## config.mk

```make
export PLATFORM = sky130hd
export DESIGN_NAME = bdsq_queue
export DESIGN_NICKNAME = d
export VERILOG_FILES = /design/src/hdl/bdsq_pkg.sv /design/src/hdl/bdsq_queue.sv
export VERILOG_INCLUDE_DIRS = /design/src /design/src/hdl
export SDC_FILE = /design/constraint.sdc
export NUM_CORES = 1
export LEC_CHECK = 0
export ABC_AREA = 1
export BUFFER_PORTS_ARGS = -buffer_cell sky130_fd_sc_hd__buf_2
export CORE_UTILIZATION = 45
export DETAILED_ROUTE_END_ITERATION = 7
export HOLD_SLACK_MARGIN = 0.08
export MAX_ROUTING_LAYER = met4
export PLACE_DENSITY = 0.7
export SYNTH_ARGS = -nofsm -noshare
export SYNTH_HDL_FRONTEND = slang
export SYNTH_SLANG_ARGS = --single-unit
```

## constraint.sdc

```tcl
create_clock -name clk -period 2.1 [get_ports clk]
set_clock_uncertainty 0.15 [all_clocks]
set_input_delay 0.21 -clock clk [delete_from_list [all_inputs] [get_ports clk]]
set_output_delay 0.21 -clock clk [all_outputs]
set_load 0.1 [all_outputs]
```

## src/hdl/box_downsample_2x2_quadrant_assert.svh

```systemverilog
// Assertion macros shared by the downsampler modules.
`ifndef BOX_DOWNSAMPLE_2X2_QUADRANT_ASSERT_SVH
`define BOX_DOWNSAMPLE_2X2_QUADRANT_ASSERT_SVH
`ifndef SYNTHESIS
`define BDSQ_ASSERT(label, clk, rst, prop, msg) \
  label: assert property (@(posedge clk) disable iff (rst) prop) else $error(msg);
`define BDSQ_ASSERT_NEXT(label, clk, rst, cond, expr, msg) \
  label: assert property (@(posedge clk) disable iff (rst) cond |=> expr) else $error(msg);
`else
`define BDSQ_ASSERT(label, clk, rst, prop, msg)
`define BDSQ_ASSERT_NEXT(label, clk, rst, cond, expr, msg)
`endif
`endif

```

## src/hdl/bdsq_pkg.sv

```systemverilog
package bdsq_pkg;

  localparam int MAX_WIDTH   = 4096;
  localparam int MAX_HEIGHT  = 4096;
  localparam int MAX_BPP     = 4;
  localparam int LINE_DEPTH  = (MAX_WIDTH / 2) * MAX_BPP;
  localparam int LINE_AW     = $clog2(LINE_DEPTH);

  localparam int SAMPLE_W    = 8;
  localparam int PAIR_W      = SAMPLE_W + 1;
  localparam int COUNT_W     = 12;
  localparam int DIM_W       = 13;
  localparam int BPP_W       = 3;
  localparam int CHAN_W      = 2;
  localparam int QUAD_W      = 2;
  localparam int CFG_W       = 13;
  localparam int CFG_IDX_W   = 2;

  localparam int QUEUE_DEPTH = 4;
  localparam int QUEUE_AW    = $clog2(QUEUE_DEPTH);

  localparam logic [CFG_IDX_W-1:0] REG_TILE_WIDTH      = 2'd0;
  localparam logic [CFG_IDX_W-1:0] REG_TILE_HEIGHT     = 2'd1;
  localparam logic [CFG_IDX_W-1:0] REG_BYTES_PER_PIXEL = 2'd2;
  localparam logic [CFG_IDX_W-1:0] REG_QUADRANT        = 2'd3;

  // What the back end does with one byte.
  typedef enum logic [1:0] {
    KIND_HOLD,
    KIND_PAIR,
    KIND_EMIT
  } kind_t;

  typedef struct packed {
    kind_t               kind;
    logic [SAMPLE_W-1:0] sample;
    logic [CHAN_W-1:0]   chan;
    logic [LINE_AW-1:0]  lidx;
    logic [COUNT_W-1:0]  dest_col;
    logic [COUNT_W-1:0]  dest_row;
    logic                last;
  } cmd_t;

endpackage

```

## src/hdl/bdsq_queue.sv

```systemverilog
`include "box_downsample_2x2_quadrant_assert.svh"

module bdsq_queue (
  input  logic           clk,
  input  logic           rst,
  input  logic           push,
  input  bdsq_pkg::cmd_t push_cmd,
  output logic           full,
  output logic           head_valid,
  output bdsq_pkg::cmd_t head_cmd,
  input  logic           pop
);
  import bdsq_pkg::*;

  cmd_t                mem [QUEUE_DEPTH];
  logic [QUEUE_AW-1:0] head, tail;
  logic [QUEUE_AW:0]   count;

  assign full       = count == (QUEUE_AW+1)'(QUEUE_DEPTH);
  assign head_valid = count != '0;
  assign head_cmd   = mem[head];

  always_ff @(posedge clk) begin
    if (push) begin
      mem[tail] <= push_cmd;
    end
  end

  always_ff @(posedge clk) begin
    if (rst) begin
      head  <= '0;
      tail  <= '0;
      count <= '0;
    end else begin
      if (push) begin
        tail <= tail + QUEUE_AW'(1);
      end
      if (pop) begin
        head <= head + QUEUE_AW'(1);
      end
      if (push && !pop) begin
        count <= count + (QUEUE_AW+1)'(1);
      end else if (pop && !push) begin
        count <= count - (QUEUE_AW+1)'(1);
      end
    end
  end

  `BDSQ_ASSERT(a_no_overflow, clk, rst, !(push && full), "push into a full queue")
  `BDSQ_ASSERT(a_no_underflow, clk, rst, !(pop && !head_valid), "pop from an empty queue")
  `BDSQ_ASSERT(a_count_bound, clk, rst, count <= (QUEUE_AW+1)'(QUEUE_DEPTH), "queue count out of range")

endmodule

```

# After elaboration in Yosys (flattened, before gate mapping)
# Memory sizes are Yosys's and may differ from the RTL's. A register that Yosys moved wholly into a read port is not among the register bits.
# Index checks and enable logic that the tools add are counted.
[totals]
regBits = 7
latch_bits = 0
ramBits = 200
romBits = 0
out_inout_bits = 52
word_cells = 21
memories = 1
[classes]
addsub = 4
multipliers = 0
n_div = 0
magnitude_cmp = 0
n_eq_ne = 1
n_shift = 0
mux = 6
bitwise = 0
reduce_logical = 6
[memory_table]
columns = ["memory", "depth", "width", "read_ports", "rd_clocked_by_memory_dff", "write_ports", "line", "rtl"]
rows = [
  ["mem", 4, 50, 1, 1, 1, "bdsq_queue.sv:15", "cmd_t mem [QUEUE_DEPTH];"],
]
[op_table]
columns = ["op", "n"]
rows = [
  ["$mux 3", 2],
  ["$add 2x1->2 const B", 2],
  ["$mux 2", 2],
  ["$add 3x1->3 const B", 1],
  ["$eq 3x3->1 const B", 1],
  ["$reduce_bool 3->1", 1],
  ["$sub 3x1->3 const B", 1],
  ["$logic_and 1x1->1", 2],
  ["$logic_not 1->1", 2],
  ["$mux 1", 2],
  ["$reduce_bool 2->1", 1],
]

# Depth between registers and ports, before layout
[logic_depth]
word_depth = 4
depth_mapped = 10
ltp_nobuf = 10

# Worst setup path after synthesis
# OpenSTA, ideal clock, no wires.
[synth_timing]
path_kind = "register to output"
startpoint = "register count[0]"
endpoint = "output full"
arrival_time_ns = 2.418
required_ns = 1.740
setup_slack_ns = -0.678
path_stages_with_launch = 2
cell_sequence = "dfxtp_1 -> nor3_1"
[synth_between]
elab_chain_cells = 1
[synth_rtl]
columns = ["item", "line", "rtl"]
rows = [
  ["start: declaration", "bdsq_queue.sv:17", "logic [QUEUE_AW:0] count;"],
  ["start signal: assignment", "bdsq_queue.sv:42", "count <= count + (QUEUE_AW+1)'(1);"],
  ["start signal: assignment", "bdsq_queue.sv:44", "count <= count - (QUEUE_AW+1)'(1);"],
  ["$eq 3x3->1", "bdsq_queue.sv:19", "assign full = count == (QUEUE_AW+1)'(QUEUE_DEPTH);"],
  ["end: declaration", "bdsq_queue.sv:8", "output logic full,"],
]
# No other way between the ends.

==> results.toml <==
[run_status]
status = "complete, but fails checks"
violations = "negative setup slack"

[setup_path]
required_ps = 1740
start_kind = "flip-flop"
cp_max_fo = 6
r2r_cells = 5
r2r-end = "mem[0][24]"
worstReg2RegStart = "tail[0]"
worstSetupPathType = "reg -> out"
cp.arrival_ps = 1760
cp-end-kind = "output port"
regToRegSetupSlack_ps = 190

[cts]
path_clk_slew_ps = 60
insertion_delay_ps = 490
cts.sinks = 209
htreeDepth = 1
clockBufferDepth = 3
root_buffer = "clkbuf_16"
cts_buffers = 21
cts_tree = "built"

[route]
wl_um = 19630
drtAntennaViolNets = 0
post_drt_wl_per_cell_um = 20.47
first_iter_violations = 392
route.vias.total = 5211
firstDrtPassIters = 4
via_per_inst = 5.434
drc = 0

[power_and_ir_drop]
power.density_mw_per_mm2 = 961.2
p_leak_nw = 4.115
ir_drop_v = 0.0005892
total_power_mw = 10.93

[die]
die_y_um = 135.3
fp-row-count = 48
io_pins = 106
fp.dieW_um = 135.3
initial_core_util_pct = 46.23
core-area_mm2 = 0.01730
die_area_mm2 = 0.01831

[timing]
period_share_pct = 100.9
rsz0062_at_grt = "true"
hold_viol = 0
fin_crit_ps = 2118
finalMaxSlewViolations = 0
setup_ws_ps = -18.50
slew_headroom_pct = 67.96
setup_viol = 7
fmax_mhz = 472.0
tightest_slew_ps = 483.9
tns_ps = -33.01

[cells_and_area]
fin_area_mm2 = 0.01137
fin_cells = 959
nets = 784
layout-drive-gt1-share_pct = 31.34
areaGrowthSynthToFinish_pct = 42.25
num_antenna_cells = 0

[worst_hold_path]
min_path_type = "in -> reg"
worst_hold_startpoint = "rst"
whs_path_depth = 3
hold_path_end = "count[0]"

[synthesis]
syn_avg_cell_area_um2 = 14.75
yosysUniqueCellTypes = 23
synth_mux_area_share_pct = 0
synth-simple-area-share_pct = 5.727
post-synth-top-area-cell = "edfxtp_1"
postSynthCellCount = 542
synthTopCellsByArea = "edfxtp_1 (75%), nor2_1 (5.0%), o22ai_1 (3.9%)"
synth-compound-area-share_pct = 10.67
synth_top_area_share_pct = 75.11
syn-num-nets = 602
synth_xor_area_share_pct = 0.1095
netlist_area_mm2 = 0.007996
ys_seq_area_share_pct = 77.36
synthAdderAreaFrac_pct = 1.033
yosysWarnings = 0
ys_ff_latch = 209
synth_top_family_by_area = "compound AO/OA/AOI/OAI gates"

[place]
post_dp_cell_area_mm2 = 0.009823
post-place-ws_ps = 203.2
portBuffers = 105
placed_cells = 857
hpwl_um = 10050
place.gp.congestion = 0.7314

[global_routing]
grt_pass1_wl_um = 30140
track_usage_pct = 22.53
grt_pass1_vias = 5561
antenna_found_initial = 0
grt_max_degree = 30
grt_overflow = 0

[run]
max_cap_violations = 0
-- cells by family (layout without fill, tap and decap cells) --
kind of cell / count (synthesis) / count (layout)
buffers and inverters: 48 / 240
and+or+nand+nor: 120 / 120
adders and majority gates: 6 / 6
DFF: 209 / 209
xor gates and xnor gates: 1 / 1
AOI/OAI and AO/OA: 158 / 158
-- routing by layer --
metal	global-route usage [%]	up-vias	part of all wire, %
met5	-	-	0
met4	5.930	0	1.7
met3	3.704	28	6.0
met2	37.46	189	51
met1	28.77	2595	41
li1	-	2399	-
-- worst max path at each step --
stage                     startpoint      endpoint  slack [ps]
after floorplan              tail[1]     mem[1][0]           3
after global placement       tail[0]    mem[0][38]         230
final                      flip-flop   head_cmd[4]         -20
after global routing       flip-flop  head_cmd[21]         -80
after detailed placement     tail[0]    mem[0][38]         200
after CTS                  flip-flop  head_cmd[46]         -40
-- cell type report --
cell class / instances / area [um2]
clock buffers: 24 / 536.8
clock inverters: 9 / 70.07
fillers: 1185 / 5922
inverters: 17 / 90.09
multi-input cells: 285 / 1767
flip-flops and latches: 209 / 6193
well taps: 225 / 281.5
repair buffers: 187 / 2376
repair inverters: 3 / 60.06
-- worst max-delay path, stage by stage, from the launching register on --
cell and delay, ps:
dfxtp_4 450, buf_6 150, buf_12 110, clkbuf_16 150, nor2_1 60, o22ai_2 150
buf_12 200
-- sequential cells by signal, indices dropped and copies added (netlist names), named ones only --
| register | count |
|---|---|
| head | 2 |
| mem | 200 |
| tail | 2 |
| count | 3 |
-- where the power goes --
part,internal [mW],total (mW),leakage (nW),switching [mW]
combinational,0.948,2.72,1.91,1.77
clock,1.94,3.39,0.293,1.45
sequential,4.76,4.82,1.91,0.0645
-- layout by cell type, fill, tap and decap left out, drive strengths merged --
master and n:
dlygate4sd3 53, ha 5, clkinv 6, nand2 10, nor2 107, fa 1
bufinv 1, dfxtp 9, nand4 1, inv 19, xor2 1, nand3 1
clkbuf 26, nor3 1, edfxtp 200, buf 132, o22ai 50, a21oi 3
o21ai 105, clkinvlp 3
-- cell usage after synthesis --
cell type / number
nor2_1: 106
nor2_2: 1
inv_12: 1
xor2_1: 1
nand2_1: 10
ha_1: 5
nand4_1: 1
nor3_1: 1
inv_1: 16
nand3_1: 1
buf_4: 5
o22ai_1: 50
buf_2: 10
edfxtp_1: 200
a21oi_1: 3
buf_8: 5
o21ai_0: 45
dlymetal6s2s_1: 1
fa_1: 1
buf_6: 5
dfxtp_1: 9
o21ai_1: 60
buf_12: 5
-- timing repair --
item                                    in CTS  in global routing
hold buffers                                53                  0
cloned                                       7                  2
gates resized for setup                     25                 20
pin swaps                                   31                  9
hold endpoints to repair                   209                  0
endpoints found under the setup margin      50                 50
buffers inserted                             6                  2
-- stage by stage --
step                hold WS, ps  utilization, %
CTS                       264.0           65.20
finish                    282.1           65.76
global route              286.1           65.76
global placement          235.5           56.79
floorplan                 132.4               -
detailed placement        243.5           56.79
Power figures use the tool's default switching activity.
