[config.mk]
export PLATFORM = sky130hd
export DESIGN_NAME = bdsq_front_flat
export DESIGN_NICKNAME = d
export VERILOG_FILES = /design/src/hdl/box_downsample_2x2_quadrant_assert.svh /design/src/hdl/bdsq_pkg.sv /design/src/hdl/bdsq_if.sv /design/src/hdl/bdsq_front.sv /design/src/flat_wrapper.sv
export SDC_FILE = /design/constraint.sdc
export NUM_CORES = 1
export LEC_CHECK = 0
export BUFFER_PORTS_ARGS = -buffer_cell sky130_fd_sc_hd__buf_2
export CORE_UTILIZATION = 45
export CTS_BUF_LIST = sky130_fd_sc_hd__clkbuf_8
export DETAILED_ROUTE_END_ITERATION = 12
export HOLD_SLACK_MARGIN = 0.02
export PLACE_DENSITY = 0.61
export SLEW_MARGIN = 20
export SYNTH_ARGS = -nofsm -noshare
export SYNTH_HDL_FRONTEND = slang
export SYNTH_SLANG_ARGS = --single-unit
[constraint.sdc]
create_clock -name clk -period 5.85 [get_ports clk]
set_clock_uncertainty 0.15 [all_clocks]
set_input_delay 1.17 -clock clk [delete_from_list [all_inputs] [get_ports clk]]
set_output_delay 1.17 -clock clk [all_outputs]
set_load 0.01 [all_outputs]
[src/hdl/box_downsample_2x2_quadrant_assert.svh]
// Assertion macros shared by the downsampler modules.
`ifndef BOX_DOWNSAMPLE_2X2_QUADRANT_ASSERT_SVH
`define BOX_DOWNSAMPLE_2X2_QUADRANT_ASSERT_SVH
`ifndef SYNTHESIS
`define BDSQ_ASSERT(label, clk, rst, prop, msg) \
  label: assert property (@(posedge clk) disable iff (rst) prop) else $error(msg);
`define BDSQ_ASSERT_NEXT(label, clk, rst, cond, expr, msg) \
  label: assert property (@(posedge clk) disable iff (rst) cond |=> expr) else $error(msg);
`else
`define BDSQ_ASSERT(label, clk, rst, prop, msg)
`define BDSQ_ASSERT_NEXT(label, clk, rst, cond, expr, msg)
`endif
`endif

[src/hdl/bdsq_pkg.sv]
package bdsq_pkg;

  localparam int MAX_WIDTH   = 4096;
  localparam int MAX_HEIGHT  = 4096;
  localparam int MAX_BPP     = 4;
  localparam int LINE_DEPTH  = (MAX_WIDTH / 2) * MAX_BPP;
  localparam int LINE_AW     = $clog2(LINE_DEPTH);

  localparam int SAMPLE_W    = 8;
  localparam int PAIR_W      = SAMPLE_W + 1;
  localparam int COUNT_W     = 12;
  localparam int DIM_W       = 13;
  localparam int BPP_W       = 3;
  localparam int CHAN_W      = 2;
  localparam int QUAD_W      = 2;
  localparam int CFG_W       = 13;
  localparam int CFG_IDX_W   = 2;

  localparam int QUEUE_DEPTH = 4;
  localparam int QUEUE_AW    = $clog2(QUEUE_DEPTH);

  localparam logic [CFG_IDX_W-1:0] REG_TILE_WIDTH      = 2'd0;
  localparam logic [CFG_IDX_W-1:0] REG_TILE_HEIGHT     = 2'd1;
  localparam logic [CFG_IDX_W-1:0] REG_BYTES_PER_PIXEL = 2'd2;
  localparam logic [CFG_IDX_W-1:0] REG_QUADRANT        = 2'd3;

  // What the back end does with one byte.
  typedef enum logic [1:0] {
    KIND_HOLD,
    KIND_PAIR,
    KIND_EMIT
  } kind_t;

  typedef struct packed {
    kind_t               kind;
    logic [SAMPLE_W-1:0] sample;
    logic [CHAN_W-1:0]   chan;
    logic [LINE_AW-1:0]  lidx;
    logic [COUNT_W-1:0]  dest_col;
    logic [COUNT_W-1:0]  dest_row;
    logic                last;
  } cmd_t;

endpackage

[src/hdl/bdsq_if.sv]
interface bdsq_in_if;
  import bdsq_pkg::*;
  logic                valid;
  logic                ready;
  logic [SAMPLE_W-1:0] sample;
  modport source (output valid, output sample, input ready);
  modport sink (input valid, input sample, output ready);
endinterface


[src/hdl/bdsq_front.sv]
module bdsq_front (
  input  logic                         clk,
  input  logic                         rst,
  input  logic                         cfg_write,
  input  logic [bdsq_pkg::CFG_IDX_W-1:0] cfg_index,
  input  logic [bdsq_pkg::CFG_W-1:0]   cfg_data,
  bdsq_in_if.sink                      src,
  input  logic                         q_full,
  output logic                         push,
  output bdsq_pkg::cmd_t               push_cmd
);
  import bdsq_pkg::*;

  logic [DIM_W-1:0]   tile_width;
  logic [DIM_W-1:0]   tile_height;
  logic [BPP_W-1:0]   bytes_per_pixel;
  logic [QUAD_W-1:0]  quadrant;

  logic [COUNT_W-1:0] col_count;
  logic [COUNT_W-1:0] row_count;
  logic [CHAN_W-1:0]  chan_count;

  logic [DIM_W-1:0]   w_even, h_even, w_eff, h_eff;
  logic [BPP_W-1:0]   bpp_eff;
  logic               chan_wrap, col_wrap, row_wrap;
  logic [LINE_AW:0]   lidx_full;
  logic [COUNT_W-1:0] col_half, row_half, w_half, h_half;

  // Round the sizes down to even and clamp the size registers to the usable range.
  always_comb begin
    w_even = {tile_width[DIM_W-1:1], 1'b0};
    h_even = {tile_height[DIM_W-1:1], 1'b0};
    if (w_even < DIM_W'(2)) begin
      w_eff = DIM_W'(2);
    end else if (w_even > DIM_W'(MAX_WIDTH)) begin
      w_eff = DIM_W'(MAX_WIDTH);
    end else begin
      w_eff = w_even;
    end
    if (h_even < DIM_W'(2)) begin
      h_eff = DIM_W'(2);
    end else if (h_even > DIM_W'(MAX_HEIGHT)) begin
      h_eff = DIM_W'(MAX_HEIGHT);
    end else begin
      h_eff = h_even;
    end
    if (bytes_per_pixel == '0) begin
      bpp_eff = BPP_W'(1);
    end else if (bytes_per_pixel > BPP_W'(MAX_BPP)) begin
      bpp_eff = BPP_W'(MAX_BPP);
    end else begin
      bpp_eff = bytes_per_pixel;
    end
  end

  assign chan_wrap = (BPP_W'(chan_count) + BPP_W'(1)) >= bpp_eff;
  assign col_wrap  = (DIM_W'(col_count) + DIM_W'(1)) >= w_eff;
  assign row_wrap  = (DIM_W'(row_count) + DIM_W'(1)) >= h_eff;

  assign col_half  = {1'b0, col_count[COUNT_W-1:1]};
  assign row_half  = {1'b0, row_count[COUNT_W-1:1]};
  assign w_half    = w_eff[DIM_W-1:1];
  assign h_half    = h_eff[DIM_W-1:1];
  assign lidx_full = (LINE_AW+1)'(col_half) * (LINE_AW+1)'(bpp_eff)
                   + (LINE_AW+1)'(chan_count);

  assign src.ready = !q_full;
  assign push      = src.valid && !q_full;

  always_comb begin
    if (!col_count[0]) begin
      push_cmd.kind = KIND_HOLD;
    end else if (!row_count[0]) begin
      push_cmd.kind = KIND_PAIR;
    end else begin
      push_cmd.kind = KIND_EMIT;
    end
    push_cmd.sample   = src.sample;
    push_cmd.chan     = chan_count;
    push_cmd.lidx     = lidx_full[LINE_AW-1:0];
    push_cmd.dest_col = col_half + (quadrant[0] ? w_half : '0);
    push_cmd.dest_row = row_half + (quadrant[1] ? h_half : '0);
    push_cmd.last     = chan_wrap && col_wrap && row_wrap;
  end

  always_ff @(posedge clk) begin
    if (rst) begin
      tile_width      <= DIM_W'(256);
      tile_height     <= DIM_W'(256);
      bytes_per_pixel <= BPP_W'(3);
      quadrant        <= '0;
    end else if (cfg_write) begin
      unique case (cfg_index)
        REG_TILE_WIDTH:      tile_width      <= cfg_data[DIM_W-1:0];
        REG_TILE_HEIGHT:     tile_height     <= cfg_data[DIM_W-1:0];
        REG_BYTES_PER_PIXEL: bytes_per_pixel <= cfg_data[BPP_W-1:0];
        REG_QUADRANT:        quadrant        <= cfg_data[QUAD_W-1:0];
        default: ;
      endcase
    end
  end

  // Advance the raster position on every transfer.
  always_ff @(posedge clk) begin
    if (rst) begin
      col_count  <= '0;
      row_count  <= '0;
      chan_count <= '0;
    end else if (push) begin
      if (chan_wrap) begin
        chan_count <= '0;
        if (col_wrap) begin
          col_count <= '0;
          row_count <= row_wrap ? '0 : row_count + COUNT_W'(1);
        end else begin
          col_count <= col_count + COUNT_W'(1);
        end
      end else begin
        chan_count <= chan_count + CHAN_W'(1);
      end
    end
  end

endmodule

[src/flat_wrapper.sv]
// flat-port wrapper written by rule: the top's interface ports become plain ports
module bdsq_front_flat import bdsq_pkg::*;
  (clk, rst, cfg_write, cfg_index, cfg_data, q_full, push, push_cmd, src_valid, src_sample, src_ready);
  bdsq_in_if src_i ();
  input  logic clk;
  input  logic rst;
  input  logic cfg_write;
  input  logic [bdsq_pkg::CFG_IDX_W-1:0] cfg_index;
  input  logic [bdsq_pkg::CFG_W-1:0] cfg_data;
  input  logic q_full;
  output logic push;
  output bdsq_pkg::cmd_t push_cmd;
  input wire logic [$bits(src_i.valid)-1:0] src_valid;
  input wire logic [$bits(src_i.sample)-1:0] src_sample;
  output wire logic [$bits(src_i.ready)-1:0] src_ready;
  assign src_i.valid = src_valid;
  assign src_i.sample = src_sample;
  assign src_ready = src_i.ready;
  bdsq_front u_core (.clk(clk), .rst(rst), .cfg_write(cfg_write), .cfg_index(cfg_index), .cfg_data(cfg_data), .src(src_i), .q_full(q_full), .push(push), .push_cmd(push_cmd));
endmodule
**Word level (Yosys, flattened, before mapping)**

Index checks and enable logic that the tools add are counted.

- Register bits after elaboration: 57
- Input bits: 28
- Output and inout bits: 52
- Logic and storage cells: 53

- Add/sub/neg operators: 9
- Multipliers: 1
- Order comparisons: 8
- Equal/unequal tests: 3
- Multiplexer cells: 13
- Reductions and logical operators: 12

Operators by type and width:

| cell | count |
|---|---|
| 13-bit 2-to-1 mux | 4 |
| 12-bit 2-to-1 mux | 4 |
| 12-bit by 1-bit adder with 13-bit output, second input constant | 2 |
| 13-bit >= comparator | 2 |
| 13-bit greater-than comparator, second input constant | 2 |
| 13-bit by 2-bit less-than comparator with 1-bit output, second input constant | 2 |
| 11-bit by 12-bit adder with 12-bit output | 2 |
| 12-bit by 1-bit adder with 12-bit output, second input constant | 2 |
| 13-bit by 2-bit adder with 13-bit output | 1 |
| 11-bit by 3-bit multiplier with 13-bit output | 1 |
| 2-bit AND reduction | 5 |
| 2-bit 2-to-1 mux | 3 |
| 3-bit 2-to-1 mux | 2 |
| 2-bit equality test, second input constant | 2 |
| 2-bit by 1-bit adder with 3-bit output, second input constant | 1 |
| 3-bit >= comparator | 1 |
| 3-bit greater-than comparator, second input constant | 1 |
| 1-bit logical AND | 3 |
| 3-bit zero test | 1 |
| 3-bit AND reduction | 1 |
| 2-bit by 1-bit adder with 2-bit output, second input constant | 1 |
| 2-bit by 1-bit equality test with 1-bit output, second input constant | 1 |
| 2-bit zero test | 1 |
| 1-bit zero test | 1 |

**Longest topological paths before layout**

Gate-level depths: netlist of run 1.

- Depth after elaboration: 6
- Gate-level depth with buffers: 15
- Depth with buffers taken out: 13

**Least setup slack after synthesis of run 1**

No wires, ideal clock.

- Kind: flip-flop to output port
- Start point: register u_core.bytes_per_pixel[1]
- End point: output port push_cmd[37] in the netlist's numbering
- Data arrival time: 3.192 ns
- Required time: 4.530 ns
- Setup slack: 1.338 ns
- Cell stages (with the launch flop): 13
- Path buffers: 1
- Cells stage by stage: dfxtp_1 nor2b_1 clkbuf_1 and2_1 fa_1 ha_1 ha_1 a21oi_1 o211ai_1 o41ai_1 o21ai_0 a21oi_1 xnor2_1

RTL lines:

| what | RTL line | text |
|---|---|---|
| start, declared | bdsq_front.sv:16 | `logic [BPP_W-1:0] bytes_per_pixel;` |
| start signal, assigned | bdsq_front.sv:96 | `REG_BYTES_PER_PIXEL: bytes_per_pixel <= cfg_data[BPP_W-1:0];` |
| end, declared | flat_wrapper.sv:12 | `output bdsq_pkg::cmd_t push_cmd;` |

==> results.txt, run 1 <==
Fin nets: 843
Buffers on Ports: 63
Die Area: 12450 sq um
Synthesized Nets: 804
Post-synth EDFFs: 0
Clock transition at the registers of the reported paths: 0.12 ns
Io pins: 80
Diodes inserted: 0
CP Data Arrival Time: 4.01 ns
Unique masters post-synth: 60
WL final: 12890 um
Tcrit/Tclk final: 0.9118
PD cells: 124.3 nW/um^2
CTS Hold Bufs: 0
Antenna violations before repair: 0
CP required: 4.53 ns
Post-synth ARST share: 0
DRC: 6
Total global routing overflow: 0
Seq/Total Area, Yosys: 0.2038
RR Endpoint: u_core.col_count[5]$_SDFFE_PP0P_
Post-synth top flop: dfxtp_1
Total Routing Usage GR: 0.2136
Core outline area: 11560 sq um
Logic pwr share: 0.140
Vias per inst: 5.487
Share of layout cells above drive strength 1: 0.1307
Fin. Hold Viols: 0
RSZ-0062 raised after global routing: no
Dominant cells by area after synthesis: dfxtp_1, ha_1, nand2_1
Clock period minus worst slack: 5.334 ns
Critical Path Source Type: flip-flop
Hold Startpoint: u_core.tile_height[1]$_SDFFE_PP0P_
Root Driver: clkbuf_8
Vias in the first global route: 4651
Mean post-synth cell area: 7.862 sq um
Die Span X: 111.6 um
Detailed-route via count: 4774
Pre-antenna DRT Iters: 8
Max Root-Sink Buffers: 2
Setup Crit Path Kind: reg2out
Largest net degree at the start of global routing: 43
P_int: 0.5126 mW
Setup TNS: 0 ns
TritonCTS Buffers: 5
Most used routing layer: met2
H-tree levels: 2
M1 GR Usage: 0.2721
Synthesized cell area: 5401 sq um
Post-synth top area share: 0.2038
Syn-to-layout area delta: 8.385%
Initial Utilization: 0.4671
HPWL after DPL: 10260 um
Max IR drop VDD: 97.93 uV
Psw: 0.2151 mW
FMAX: 187.5 MHz
Min-delay worst type: reg2reg
Final ANT Viol Nets: 0
CTS resizes: 0
Worst R2R Setup Slack: 1.92 ns
Seq pwr share: 0.547
Drt wl/cell: 14.81 um
CP endpoint kind: primary output
Synth warn: 0
Peak fanout along the critical path: 15
Final core utilization: 0.5062
Max-cap violations: 0
R2R depth: 13
Row Count: 39
CTS Sinks: 55
Worst Hold Path Cells: 2
Final-layout fill cell count: 1182
Clock power frac: 0.313
Drt first-iter violations: 275
Slew Limit Fails: 0
Status: finished, violations left
Net Sw Frac: 0.2956
Seq cells post-synth: 55
Worst skew pair latency: 0.32 ns
Met2 global-route usage: 0.3871
Post-CTS Setup Bufs: 0
Slew margin rel.: 0.4679
Pleak: 2.904 nW
Met3 usage: 0.02286
Worst-Margin Slew: 0.7981 ns
Die Ht: 111.6 um
Routability congestion estimate: 0.8892
RR Startpoint: u_core.col_count[1]$_SDFFE_PP0P_
Violated checks: design-rule violations
# setup viols final: 0
Mapped Cells: 687
Hold endpoint: u_core.tile_height[1]$_SDFFE_PP0P_
Synth area leader: dfxtp_1
CTS tree: done
First-pass GRT wire length: 21840 um
[logic make-up (layout without fill, tap and decap cells)]
logic type	after synthesis	in the layout	synth area share
AND/OR/NAND/NOR	278	278	0.2555
AO/OA/AOI/OAI	137	137	0.1679
adder cells (fa/ha/maj)	89	89	0.2228
buffers and inverters	71	111	0.05629
flip-flops	55	55	0.2038
XOR/XNOR	52	52	0.08432
multiplexers	5	5	0.009266
[cell usage after synthesis (7+ instances only)]
| cell type | number |
|---|---|
| a21o_1 | 12 |
| a21oi_1 | 52 |
| and2_1 | 38 |
| and3_1 | 16 |
| buf_4 | 8 |
| clkbuf_1 | 22 |
| dfxtp_1 | 55 |
| fa_1 | 12 |
| ha_1 | 77 |
| inv_1 | 37 |
| nand2_1 | 116 |
| nand3_1 | 26 |
| nand4_1 | 7 |
| nor2_1 | 29 |
| nor3_1 | 12 |
| o21ai_0 | 18 |
| xnor2_1 | 33 |
| xor2_1 | 19 |
[metal layers]
layer,vias up,share of wire
met1,2256,0.47
met5,-,0
met2,57,0.51
met3,4,0.023
li1,2457,-
met4,0,0.0063
[power groups by stage]
stage | Clock, mW | Sequential (mW) | Combinational (mW)
detailed placement | 0 | 0.406 | 0.102
global placement | 0 | 0.406 | 0.0985
finish | 0.228 | 0.398 | 0.102
global route | 0.250 | 0.400 | 0.116
floorplan | 0 | 0.401 | 0.0761
CTS | 0.237 | 0.398 | 0.103
[per-stage QoR]
| step | worst slack [ns] | hold WS (ns) | area, sq um | total power, mW | cells |
|---|---|---|---|---|---|
| 2_1_floorplan | 1.338 | 0.2995 | 5401 | 0.4771 | 687 |
| 3_3_place_gp | 0.6146 | 0.3141 | 5749 | 0.5049 | 862 |
| 3_5_place_dp | 0.5535 | 0.3167 | 5754 | 0.5086 | 862 |
| 4_1_cts | 0.1687 | 0.3333 | 5851 | 0.7380 | 870 |
| 5_1_grt | 0.1332 | 0.3508 | 5854 | 0.7658 | 870 |
| 6_report | 0.5158 | 0.3339 | 5854 | 0.7277 | 870 |
[layout by cell type, fill, tap and decap left out, types with 7 or more instances in the layout]
| master | Yosys | routed |
|---|---|---|
| buf_2 | 0 | 63 |
| a21o_1 | 12 | 12 |
| nor3_1 | 12 | 12 |
| nand4_1 | 7 | 7 |
| o21ai_0 | 18 | 18 |
| ha_1 | 77 | 77 |
| dfxtp_1 | 55 | 55 |
| inv_1 | 37 | 37 |
| nor2_1 | 29 | 29 |
| fa_1 | 12 | 12 |
| and2_1 | 38 | 38 |
| nand3_1 | 26 | 26 |
| xnor2_1 | 33 | 33 |
| xor2_1 | 19 | 19 |
| a21oi_1 | 52 | 51 |
| and3_1 | 16 | 16 |
| nand2_1 | 116 | 116 |
[state kept, by name, indices dropped and copies added, names as in the netlist]
signal and count:
u_core.col_count 12, u_core.bytes_per_pixel 3, u_core.quadrant 2, u_core.tile_width 12
u_core.tile_height 12, u_core.chan_count 2, u_core.row_count 12
[worst max-delay path by stage]
stage,depth (start not counted),slack [ns],end,from
after floorplan,12,1.34,push_cmd[37],u_core.bytes_per_pixel[1]$_SDFFE_PP1P_
after global placement,12,0.61,push_cmd[37],u_core.bytes_per_pixel[2]$_SDFFE_PP0P_
after detailed placement,12,0.55,push_cmd[37],u_core.bytes_per_pixel[2]$_SDFFE_PP0P_
after CTS,12,0.17,push_cmd[37],u_core.bytes_per_pixel[2]$_SDFFE_PP0P_
after global routing,12,0.13,push_cmd[37],u_core.bytes_per_pixel[2]$_SDFFE_PP0P_
final,13,0.52,push_cmd[37],u_core.bytes_per_pixel[2]$_SDFFE_PP0P_
[final cells by class]
type,instances,area (sq um),area share
inverter,38,142.6,0.02436
timing repair buffer,65,330.3,0.05642
sequential,55,1101,0.1881
tap,143,178.9,0.03056
clock inverter,3,27.53,0.004702
multi-input combinational,561,4005,0.6841
clock buffer,5,68.82,0.01175
[worst max-delay path, stage by stage, from the launching register on]
cell	delay, ns
dfxtp_1	0.59
nor2b_1	0.09
buf_4	0.18
and2_1	0.17
fa_1	0.45
ha_1	0.35
ha_1	0.30
a21oi_1	0.18
o211ai_1	0.15
o41ai_1	0.56
o21ai_0	0.19
a21oi_1	0.20
xnor2_1	0.13
buf_2	0.14
No activity file was read; power rests on OpenSTA's default activity.
==> run 2, diff against run 1 <==
--- a/config.mk
+++ b/config.mk
@@ -5,6 +5,7 @@
 export SDC_FILE = /design/constraint.sdc
 export NUM_CORES = 1
 export LEC_CHECK = 0
+export ABC_AREA = 1
 export BUFFER_PORTS_ARGS = -buffer_cell sky130_fd_sc_hd__buf_2
 export CORE_UTILIZATION = 45
 export CTS_BUF_LIST = sky130_fd_sc_hd__clkbuf_8
==> results.txt, run 2 <==
Status: finished, final reports clean (was finished, violations left)
Die Ht: 112.7 um (was 111.6 um)
Post-synth ARST share: 0 (unchanged)
Register area: 1101 sq um (unchanged)
Max IR drop VDD: 124.3 uV (was 97.93 uV)
Drt first-iter violations: 292 (was 275)
Synth area leader: dfxtp_1 (unchanged)
Core outline area: 11960 sq um (was 11560 sq um)
Max-cap violations: 0 (unchanged)
Drt wl/cell: 13.30 um (was 14.81 um)
FMAX: 193.4 MHz (was 187.5 MHz)
Most frequent cells in the layout: nand2_1, inv_1, nor2_1, ha_1, a21oi_1 (was nand2_1, ha_1, buf_2, dfxtp_1, a21oi_1)
Slew Limit Fails: 0 (unchanged)
Pre-antenna DRT Iters: 5 (was 8)
CTS Sinks: 55 (unchanged)
Die Span X: 112.7 um (was 111.6 um)
DRC: 0 (was 6)
Antenna violations before repair: 0 (unchanged)
Final ANT Viol Nets: 0 (unchanged)
Vias per inst: 5.173 (was 5.487)
Clock period minus worst slack: 5.171 ns (was 5.334 ns)
Met2 global-route usage: 0.3514 (was 0.3871)
Vias in the first global route: 4905 (was 4651)
Unique masters post-synth: 41 (was 60)
Dominant cells by area after synthesis: dfxtp_1, ha_1, nand2_1 (unchanged)
Share of layout cells above drive strength 1: 0.1054 (was 0.1307)
Post-synth EDFFs: 0 (unchanged)
HPWL after DPL: 11290 um (was 10260 um)
CP Data Arrival Time: 3.85 ns (was 4.01 ns)
WL final: 13430 um (was 12890 um)
Total global routing overflow: 0 (unchanged)
Post-synth top area share: 0.1997 (was 0.2038)
Detailed-route via count: 5225 (was 4774)
Total Routing Usage GR: 0.2181 (was 0.2136)
Final cell count without fillers: 1010 (was 870)
Setup Crit Path Kind: reg2out (unchanged)
M1 GR Usage: 0.3160 (was 0.2721)
Synthesized Nets: 931 (was 804)
CTS resizes: 0 (unchanged)
Pleak: 3.214 nW (was 2.904 nW)
Final-layout fill cell count: 1220 (was 1182)
Initial Utilization: 0.4610 (was 0.4671)
Routability congestion estimate: 0.8745 (was 0.8892)
First-pass GRT wire length: 22650 um (was 21840 um)
Syn-to-layout area delta: 8.577% (was 8.385%)
Mapped Cells: 814 (was 687)
Fin. Hold Viols: 0 (unchanged)
Largest net degree at the start of global routing: 38 (was 43)
Die Area: 12700 sq um (was 12450 sq um)
Worst-Margin Slew: 0.9048 ns (was 0.7981 ns)
Post-synth top flop: dfxtp_1 (unchanged)
Seq cells post-synth: 55 (unchanged)
Io pins: 80 (unchanged)
H-tree levels: 2 (unchanged)
CP endpoint kind: primary output (unchanged)
Synthesized cell area: 5514 sq um (was 5401 sq um)
Tcrit/Tclk final: 0.8840 (was 0.9118)
Diodes inserted: 0 (unchanged)
Clock transition at the registers of the reported paths: 0.11 ns (was 0.12 ns)
Row Count: 40 (was 39)
Post-CTS Setup Bufs: 0 (unchanged)
CTS Hold Bufs: 0 (unchanged)
Count leader, synth: nand2_1 (unchanged)
Seq/Total Area, Yosys: 0.1997 (was 0.2038)
Root Driver: clkbuf_8 (unchanged)
Max Root-Sink Buffers: 2 (unchanged)
Critical Path Source Type: flip-flop (unchanged)
Most used routing layer: met2 (unchanged)
DP Cell Count: 1002 (was 862)
RSZ-0062 raised after global routing: no (unchanged)
Peak fanout along the critical path: 13 (was 15)
PD cells: 134.7 nW/um^2 (was 124.3 nW/um^2)
Min-delay worst type: reg2reg (unchanged)
Met3 usage: 0.02250 (was 0.02286)
Slew margin rel.: 0.3930 (was 0.4679)
Fin nets: 979 (was 843)
TritonCTS Buffers: 5 (unchanged)
Worst skew pair latency: 0.32 ns (about the same)
Final Power: 0.8065 mW (was 0.7277 mW)
Top cells by count, synth: nand2_1, inv_1, nor2_1 (was nand2_1, ha_1, dfxtp_1)
# setup viols final: 0 (unchanged)
Synth warn: 0 (unchanged)
CTS tree: done (unchanged)
Commonest non-fill, non-tap cell in the layout: nand2_1 (unchanged)
CP required: 4.53 ns (about the same)
Area taken by multi-input logic gates: 3864 sq um (was 4005 sq um)
Setup TNS: 0 ns (unchanged)
Buffers on Ports: 63 (unchanged)
Mean post-synth cell area: 6.774 sq um (was 7.862 sq um)
## run 2: final timing paths
kind	from	to	slack, ns	cells after the start
max	u_core.bytes_per_pixel[2]$_SDFFE_PP0P_	push_cmd[37]	0.68	14
min	u_core.tile_height[5]$_SDFFE_PP0P_	u_core.tile_height[5]$_SDFFE_PP0P_	0.33	2
max reg2reg	u_core.col_count[1]$_SDFFE_PP0P_	u_core.col_count[1]$_SDFFE_PP0P_	2.39	17
min reg2reg	u_core.tile_height[5]$_SDFFE_PP0P_	u_core.tile_height[5]$_SDFFE_PP0P_	0.33	2
## run 2: layout make-up
class,instances,share of cell area
Multi-Input combinational cell,624,0.6454
Sequential cell,55,0.1839
Inverter,113,0.07126
Timing Repair Buffer,63,0.05266
Tap cell,147,0.03072
Clock buffer,5,0.01149
Clock inverter,3,0.004598
## run 2: cells by family after synthesis
group	after synthesis	share of synthesized area
buf+inv	135	0.09961
xor+xnor	47	0.07465
compound gates	141	0.1395
simple gates	347	0.2682
flops	55	0.1997
fa+ha+maj	89	0.2183
## run 2: worst max-delay path, stage by stage, from the launching register on
cell,delay [ns]
dfxtp_1,0.58
inv_1,0.14
o21ai_1,0.35
inv_1,0.23
nand2_1,0.13
fa_1,0.41
inv_1,0.07
ha_1,0.23
ha_1,0.36
a21oi_1,0.22
o21ai_0,0.11
a21oi_1,0.25
o21ai_0,0.15
xor2_1,0.15
buf_2,0.14
## run 2: per-stage QoR
step           hold slack, ns  setup WS (ns)  instance area (sq um)    util
5_1_grt                0.3587         0.3078                   5987  0.5005
4_1_cts                0.3306         0.6692                   5987  0.5005
2_1_floorplan          0.2924          1.747                   5514       -
6_report               0.3287         0.6787                   5987  0.5005
3_5_place_dp           0.3126          1.042                   5891  0.4925
3_3_place_gp           0.3109          1.261                   5891  0.4925
## run 2: per-layer routing
layer | part of all wire | up-vias
met3 | 0.030 | 14
met1 | 0.53 | 2381
li1 | - | 2734
met2 | 0.43 | 96
met5 | 0 | -
met4 | 0.014 | 0
## run 2: where the power goes
part	internal [mW]	switching (mW)
combinational	0.0584	0.116
clock	0.0884	0.143
sequential	0.388	0.0129
